<file path="src/hdl/iptt_pkg.sv">
// ----------------------------------------------------------------------------
// iptt_pkg
// Shared types and constants for the indexed priority task table.
// ----------------------------------------------------------------------------
package iptt_pkg;

  localparam int TaskSlots = 256;
  localparam int SlotW     = $clog2(TaskSlots);
  localparam int PriW      = 32;
  localparam int UserW     = 16;
  localparam int TaskW     = 8;

  typedef enum logic [1:0] {
    MODE_ADD    = 2'd0,
    MODE_EDIT   = 2'd1,
    MODE_REMOVE = 2'd2,
    MODE_EXEC   = 2'd3
  } mode_t;

  typedef enum logic [2:0] {
    ST_IDLE,
    ST_SCAN,
    ST_DRAIN,
    ST_USER,
    ST_RESULT
  } state_t;

  typedef struct packed {
    logic do_write;
    logic scan_clear;
    logic scan_issue;
    logic user_read;
    logic out_load;
  } cmd_t;

  typedef struct packed {
    logic scan_last;
    logic out_free;
  } status_t;

endpackage

</file>
<file path="src/hdl/iptt_ctrl.sv">
// ----------------------------------------------------------------------------
// iptt_ctrl
// Sequencer: accepts items, runs the table scan for execute-top and hands
// the result to the output register.
// ----------------------------------------------------------------------------
module iptt_ctrl (
  input  logic              clk,
  input  logic              rst,
  input  logic              in_valid,
  output logic              in_ready,
  input  logic [1:0]        mode,
  input  iptt_pkg::status_t status,
  output iptt_pkg::cmd_t    cmd
);

  iptt_pkg::state_t state, state_next;
  logic             is_exec;

  assign is_exec = (iptt_pkg::mode_t'(mode) == iptt_pkg::MODE_EXEC);

  always_ff @(posedge clk) begin
    if (rst) begin
      state <= iptt_pkg::ST_IDLE;
    end else begin
      state <= state_next;
    end
  end

  always_comb begin
    state_next = state;
    unique case (state)
      iptt_pkg::ST_IDLE: begin
        if (in_valid && is_exec) state_next = iptt_pkg::ST_SCAN;
      end
      iptt_pkg::ST_SCAN: begin
        if (status.scan_last) state_next = iptt_pkg::ST_DRAIN;
      end
      iptt_pkg::ST_DRAIN: begin
        state_next = iptt_pkg::ST_USER;
      end
      iptt_pkg::ST_USER: begin
        state_next = iptt_pkg::ST_RESULT;
      end
      iptt_pkg::ST_RESULT: begin
        if (status.out_free) state_next = iptt_pkg::ST_IDLE;
      end
      default: state_next = iptt_pkg::ST_IDLE;
    endcase
  end

  always_comb begin
    cmd      = '0;
    in_ready = 1'b0;
    unique case (state)
      iptt_pkg::ST_IDLE: begin
        in_ready       = 1'b1;
        cmd.do_write   = in_valid && !is_exec;
        cmd.scan_clear = in_valid && is_exec;
      end
      iptt_pkg::ST_SCAN: begin
        cmd.scan_issue = 1'b1;
      end
      iptt_pkg::ST_DRAIN: begin
      end
      iptt_pkg::ST_USER: begin
        cmd.user_read = 1'b1;
      end
      iptt_pkg::ST_RESULT: begin
        cmd.out_load = status.out_free;
      end
      default: begin
      end
    endcase
  end

endmodule

</file>
<file path="config.mk">
export PLATFORM = sky130hd
export DESIGN_NAME = iptt_ctrl
export DESIGN_NICKNAME = d
export VERILOG_FILES = /design/src/hdl/iptt_pkg.sv /design/src/hdl/iptt_ctrl.sv
export SDC_FILE = /design/constraint.sdc
export NUM_CORES = 1
export LEC_CHECK = 0
export ABC_AREA = 1
export ABC_CLOCK_PERIOD_IN_PS = 1240
export BUFFER_PORTS_ARGS = -buffer_cell sky130_fd_sc_hd__buf_2
export CAP_MARGIN = 5
export CORE_AREA = 2 2 39 41
export CTS_BUF_LIST = sky130_fd_sc_hd__clkbuf_8
export DETAILED_ROUTE_END_ITERATION = 7
export DIE_AREA = 0 0 41 43
export PLACE_DENSITY = 0.47
export SLEW_MARGIN = 20
export SYNTH_ARGS = -nofsm -noshare
export SYNTH_HDL_FRONTEND = slang
export SYNTH_SLANG_ARGS = --single-unit
</file>
<file path="constraint.sdc">
create_clock -name clk -period 1.24 [get_ports clk]
set_clock_uncertainty 0.1 [all_clocks]
set_input_delay 0.248 -clock clk [delete_from_list [all_inputs] [get_ports clk]]
set_output_delay 0.248 -clock clk [all_outputs]
set_load 0.02 [all_outputs]
</file>
==> results.py, run 1 <==
metrics = {
    "outcome": {
        "outcome": "finished, violations left",
        "violations": "negative setup slack",
    },
    "clock_tree": {
        "clock-sinks": 3,
        "clk-insertion-delay-late_ps": 220,
        "cts_made_buffers": 3,
        "clk_path_buf_depth": 2,
        "cts_root_buf": "clkbuf_8",
        "cts-htree-levels": 1,
        "clk_pin_slew_ps": 30,
        "cts_tree": "built",
    },
    "worst_setup_path": {
        "arrival_ps": 1100,
        "path_buf_inv": 2,
        "critPathMaxStageDelay_ps": 320,
        "reg2reg_from": "state[2]$_SDFFE_PP0P_",
        "required_ps": 890,
        "r2r_cells": 8,
        "crit_slowest_cell": "dfxtp_2",
        "critPathKind": "reg2out",
        "critPathMaxFanout": 3,
        "path_depth": 6,
        "startpoint": "state[0]$_SDFFE_PP0P_",
        "critPathTopFamily": "flip-flops",
        "cp-end-kind": "output pin",
        "start_kind": "flop",
        "worstPathCellList": "inv_2 -> nand2_4 -> nor2_4 -> nand2_2 -> a21oi_4 -> buf_6",
    },
    "die": {
        "core_sq_mm": 0.00138,
        "start_util_pct": 15.9,
        "rows": 14,
        "fp.dieH_microns": 43,
        "die_x_microns": 41,
        "io_pins": 13,
        "die_area_sq_mm": 0.00176,
    },
    "timing": {
        "drv_slew": 0,
        "whs_ps": 117,
        "setup_ws_ps": -208,
        "hold_viol": 0,
        "fmax_mhz": 691,
        "fin_crit_ps": 1450,
        "tightest_slew_ps": 175,
        "rsz0062_at_grt": "yes",
        "setup_viol": 6,
        "slew_headroom_pct": 88.2,
        "fin_crit_sh_pct": 117,
    },
    "finish": {
        "largest_register_ffs": 3,
        "multi_input_area_sq_um": 194,
        "nFillCells": 158,
        "top_regs": "state x3",
        "design_area_sq_um": 522,
        "top_register": "state",
        "diodes": 0,
        "nets": 65,
        "regArea_sq_um": 66.3,
        "syn_to_final_growth_pct": 137,
        "post_route_cells_drive_above_1_share_pct": 77.2,
    },
    "logic_synthesis": {
        "seq_area_frac_synth_pct": 27.3,
        "synthCells": 33,
        "netlist_area_sq_um": 220,
        "synth.distinct_cells": 15,
        "ys_ff_latch": 3,
        "syn-num-nets": 40,
        "synth.avg_cell_area_sq_um": 6.67,
        "yosysWarnings": 0,
    },
    "placed_design": {
        "hpwl_microns": 484,
        "gp_congestion": 0.642,
        "dp_slack_ps": -0.777,
        "port_buffers": 12,
        "dpl_cell_area_sq_um": 368,
    },
    "drt": {
        "drc": 0,
        "vias": 302,
        "wl_per_cell_microns": 9.10,
        "postRouteAntennaNets": 0,
        "via_per_inst": 4.14,
        "dr.pass1.iters": 1,
        "first_iter_violations": 0,
        "wl_microns": 664,
    },
    "min_path": {
        "whs_path_depth": 2,
        "hold_class": "in2reg",
        "min_from": "rst",
    },
    "global_routing": {
        "grt_pass1_vias": 323,
        "grt_pass1_wl_microns": 1130,
        "grt_util_all_layers_pct": 10.1,
        "antenna_found_initial": 0,
        "grt_max_degree": 7,
        "grt-ovfl-total": 0,
    },
    "power_and_ir_drop": {
        "powerDensity_mw_per_mm2": 963,
        "irDropWorstVdd_uv": 593,
        "p_leak_uw": 0.000238,
    },
    "run": {
        "maxCapViolations": 0,
    },
}
## per-layer routing
metal  routed length, microns  global-route usage (%)
met5                        0                       0
met3                       16                    3.14
met1                      224                    7.67
met2                      400                    17.5
met4                       22                    10.0
## repair_timing
action / CTS / global route
hold buffers: 0 / 0
endpoints found under the setup margin: 6 / 8
pin swaps: 2 / 0
setup buffers: 4 / 1
resized for setup: 18 / 6
hold endpoints to repair: 0 / 0
## cell usage in the layout, fill, tap and decap left out
cell type,synthesis,routed
nand2_4,0,1
nand3_2,2,2
nand2_1,2,1
nand3_4,0,1
buf_2,0,6
a21oi_4,0,1
inv_2,2,2
nor2_4,0,2
dfxtp_2,0,2
buf_4,0,7
inv_1,6,5
nand3b_1,1,1
dfxtp_4,0,1
nor4_4,0,1
a21oi_1,2,1
buf_6,0,7
clkbuf_8,0,3
o21ai_1,1,1
nor2_2,4,3
nor2_1,2,1
nand2_2,1,1
nor3_2,1,2
inv_4,0,2
nand3_1,4,3
## area by class of cell
cell class | count | share of cell area [%]
tap | 16 | 3.84
timing repair buffer | 20 | 30.9
multi-input combinational | 22 | 37.2
sequential | 3 | 12.7
clock buffer | 3 | 7.91
inverter | 8 | 6.71
clock inverter | 1 | 0.719
## cells in the mapped netlist (all sizes together)
master  count  area, sq um
a21oi       2         10.0
inv         8         30.0
nor4        1         6.26
nor2        6         32.5
nand3b      1         7.51
nand3       6         40.0
nor3        2         15.0
dfxtp       3         60.1
o21ai       1         5.00
nand2       3         13.8
## through the flow
step           std cells  power [uW]  utilization, %  TNS, ps
4_1_cts               73         503            36.3     -801
3_3_place_gp          65         198            26.6        0
5_1_grt               73         533            37.7    -1110
6_report              73         503            37.7     -786
3_5_place_dp          65         198            26.6   -0.777
2_1_floorplan         33         166               -    -31.0
## cells by family after synthesis
group	after synthesis	synth area share, %
flip-flops	3	27.3
AO/OA/AOI/OAI	3	6.82
AND/OR/NAND/NOR	19	52.3
buffers and inverters	8	13.6
## path summary, 6_finish.rpt
check | to | slack [ps]
max | cmd[4] | -210
min | state[1]$_SDFFE_PP0P_ | 120
max reg2reg | state[1]$_SDFFE_PP0P_ | 10
min reg2reg | state[1]$_SDFFE_PP0P_ | 560
## where the power goes
| part | internal [uW] | switching (uW) |
|---|---|---|
| clock | 211 | 66.5 |
| combinational | 58.4 | 63.6 |
| sequential | 99.2 | 4.07 |
| total | 368 | 134 |
## worst reg2reg max path, cell delays in order (launching register included)
cell and delay (ps):
dfxtp_2 320, inv_4 70, buf_4 110, buf_6 80
nand3_4 60, buf_4 130, o21ai_1 70, inv_1 60
nor3_2 140
Note: power is estimated with default switching activity, not from simulation.
==> run 2, diff against run 1 <==
CTS_BUF_LIST = sky130_fd_sc_hd__clkbuf_16   (was sky130_fd_sc_hd__clkbuf_8)
RECOVER_POWER = 100   (was unset)
==> run 2 against run 1 <==
Compared with the run above:
- critical endpoint unchanged
- clock power rose by 82%
- worst setup slack improved by 4.3 ps
- critical path depth is the same
- non-clock buffer count unchanged
- the run still ends with negative setup slack left
- register-to-register slack is essentially flat
- combinational power barely moved
- flip-flop and latch count unchanged
- global-route usage rose by 0.10 points
- largest cell class unchanged
- first-iteration DRC count up 1
- final area rose by 5.0%
==> results.py, run 2 (synthesized netlist as in run 1, its figures left out) <==
metrics = {
    "clock_tree": {
        "clk_path_buf_depth": 2,
        "clk-insertion-delay-late_ps": 220,
        "clk_pin_slew_ps": 30,
        "clock-sinks": 3,
        "cts_root_buf": "clkbuf_16",
        "cts_made_buffers": 3,
        "cts_tree": "built",
        "cts-htree-levels": 1,
        "holdBufCountCts": 0,
    },
    "timing": {
        "hold_viol": 0,
        "drv_slew": 0,
        "tightest_slew_ps": 175,
        "finalSetupTns_ps": -782,
        "fin_crit_sh_pct": 116,
        "fmax_mhz": 693,
        "rsz0062_at_grt": "yes",
        "fin_crit_ps": 1440,
        "setup_ws_ps": -204,
        "slew_headroom_pct": 88.2,
        "setup_viol": 6,
    },
    "outcome": {
        "outcome": "finished, violations left",
        "violations": "negative setup slack",
    },
    "placed_design": {
        "port_buffers": 12,
        "gp_congestion": 0.642,
        "hpwl_microns": 484,
        "dpl_cell_area_sq_um": 368,
        "dp.cells": 65,
    },
    "power_and_ir_drop": {
        "p_total_uw": 728,
        "irDropWorstVdd_uv": 937,
        "p_leak_uw": 0.000251,
        "powerDensity_mw_per_mm2": 1330,
    },
    "finish": {
        "post_route_cells_drive_above_1_share_pct": 75.4,
        "utilization_pct": 39.6,
        "top_register": "state",
        "diodes": 0,
        "top_regs": "state x3",
        "design_area_sq_um": 548,
        "final_cell_mix": "buf_4 (7), buf_6 (7), buf_2 (6)",
        "nets": 65,
        "finalNonFillerCells": 73,
        "syn_to_final_growth_pct": 149,
        "largest_register_ffs": 3,
        "nFillCells": 152,
    },
    "die": {
        "fp.dieH_microns": 43,
        "rows": 14,
        "die_x_microns": 41,
        "core_sq_mm": 0.00138,
        "io_pins": 13,
        "die_area_sq_mm": 0.00176,
        "start_util_pct": 15.9,
    },
    "drt": {
        "via_per_inst": 4.10,
        "postRouteAntennaNets": 0,
        "wl_microns": 648,
        "vias": 299,
        "drc": 0,
        "dr.pass1.iters": 3,
        "wl_per_cell_microns": 8.88,
        "first_iter_violations": 1,
    },
    "global_routing": {
        "grt_util_all_layers_pct": 10.2,
        "antenna_found_initial": 0,
        "grt-ovfl-total": 0,
        "grt_max_degree": 7,
        "grt_pass1_wl_microns": 1150,
        "grt_pass1_vias": 327,
    },
    "worst_setup_path": {
        "arrival_ps": 1100,
        "start_kind": "flop",
        "cp-end-kind": "output pin",
        "critPathKind": "reg2out",
        "critPathMaxFanout": 3,
        "required_ps": 890,
    },
    "min_path": {
        "hold_class": "in2reg",
    },
    "run": {
        "maxCapViolations": 0,
    },
}
-- run 2: changes by cell type in the layout (fill, tap and decap cells not counted) --
cell | previous run | this run
clkbuf_8 | 3 | 0
inv_4 | 2 | 1
clkbuf_16 | 0 | 3
inv_2 | 2 | 3
nand3_1 | 3 | 4
nand3_2 | 2 | 1
-- run 2: timing repair --
item | CTS | global route
hold endpoints to repair | 0 | 0
pin swaps | 2 | 0
buffers inserted | 4 | 1
setup endpoints to repair | 6 | 8
gates resized for setup | 18 | 5
-- run 2: final timing paths --
path	start	end	slack [ps]	cells past startpoint
max	state[0]$_SDFFE_PP0P_	cmd[4]	-200	6
min	rst	state[1]$_SDFFE_PP0P_	110	2
max reg2reg	state[2]$_SDFFE_PP0P_	state[1]$_SDFFE_PP0P_	10	8
min reg2reg	state[1]$_SDFFE_PP0P_	state[2]$_SDFFE_PP0P_	560	3
-- run 2: routing by layer --
layer / global-route usage (%) / wire length (microns)
met4: 10.0 / 22
met2: 17.5 / 373
met1: 7.99 / 234
met3: 3.14 / 18
met5: 0 / 0
-- run 2: where the power goes --
group | leakage (uW) | switching [uW] | internal, uW
combinational | 0.000182 | 62.4 | 57.8
sequential | 0.0000260 | 3.68 | 99.2
clock | 0.0000423 | 88.8 | 416
-- run 2: stage by stage --
step	setup slack (ps)	hold WS (ps)
finish	-204	111
CTS	-216	115
global route	-248	115
detailed placement	-0.777	353
floorplan	-18.6	210
global placement	3.34	358
-- run 2: cell type report --
type	instances	area [sq um]	share of cell area, %
Clock buffer	3	75.1	13.7
Clock inverter	1	3.75	0.685
Inverter	8	32.5	5.94
Multi-Input combinational cell	22	189	34.5
Sequential cell	3	66.3	12.1
Tap cell	16	20.0	3.65
Timing Repair Buffer	20	161	29.5
-- run 2: critical path: stages, from the launching register on --
cell and delay [ps]:
dfxtp_2 320, inv_2 70, nand2_4 70, nor2_4 120, nand2_2 70, a21oi_4 110
buf_6 120
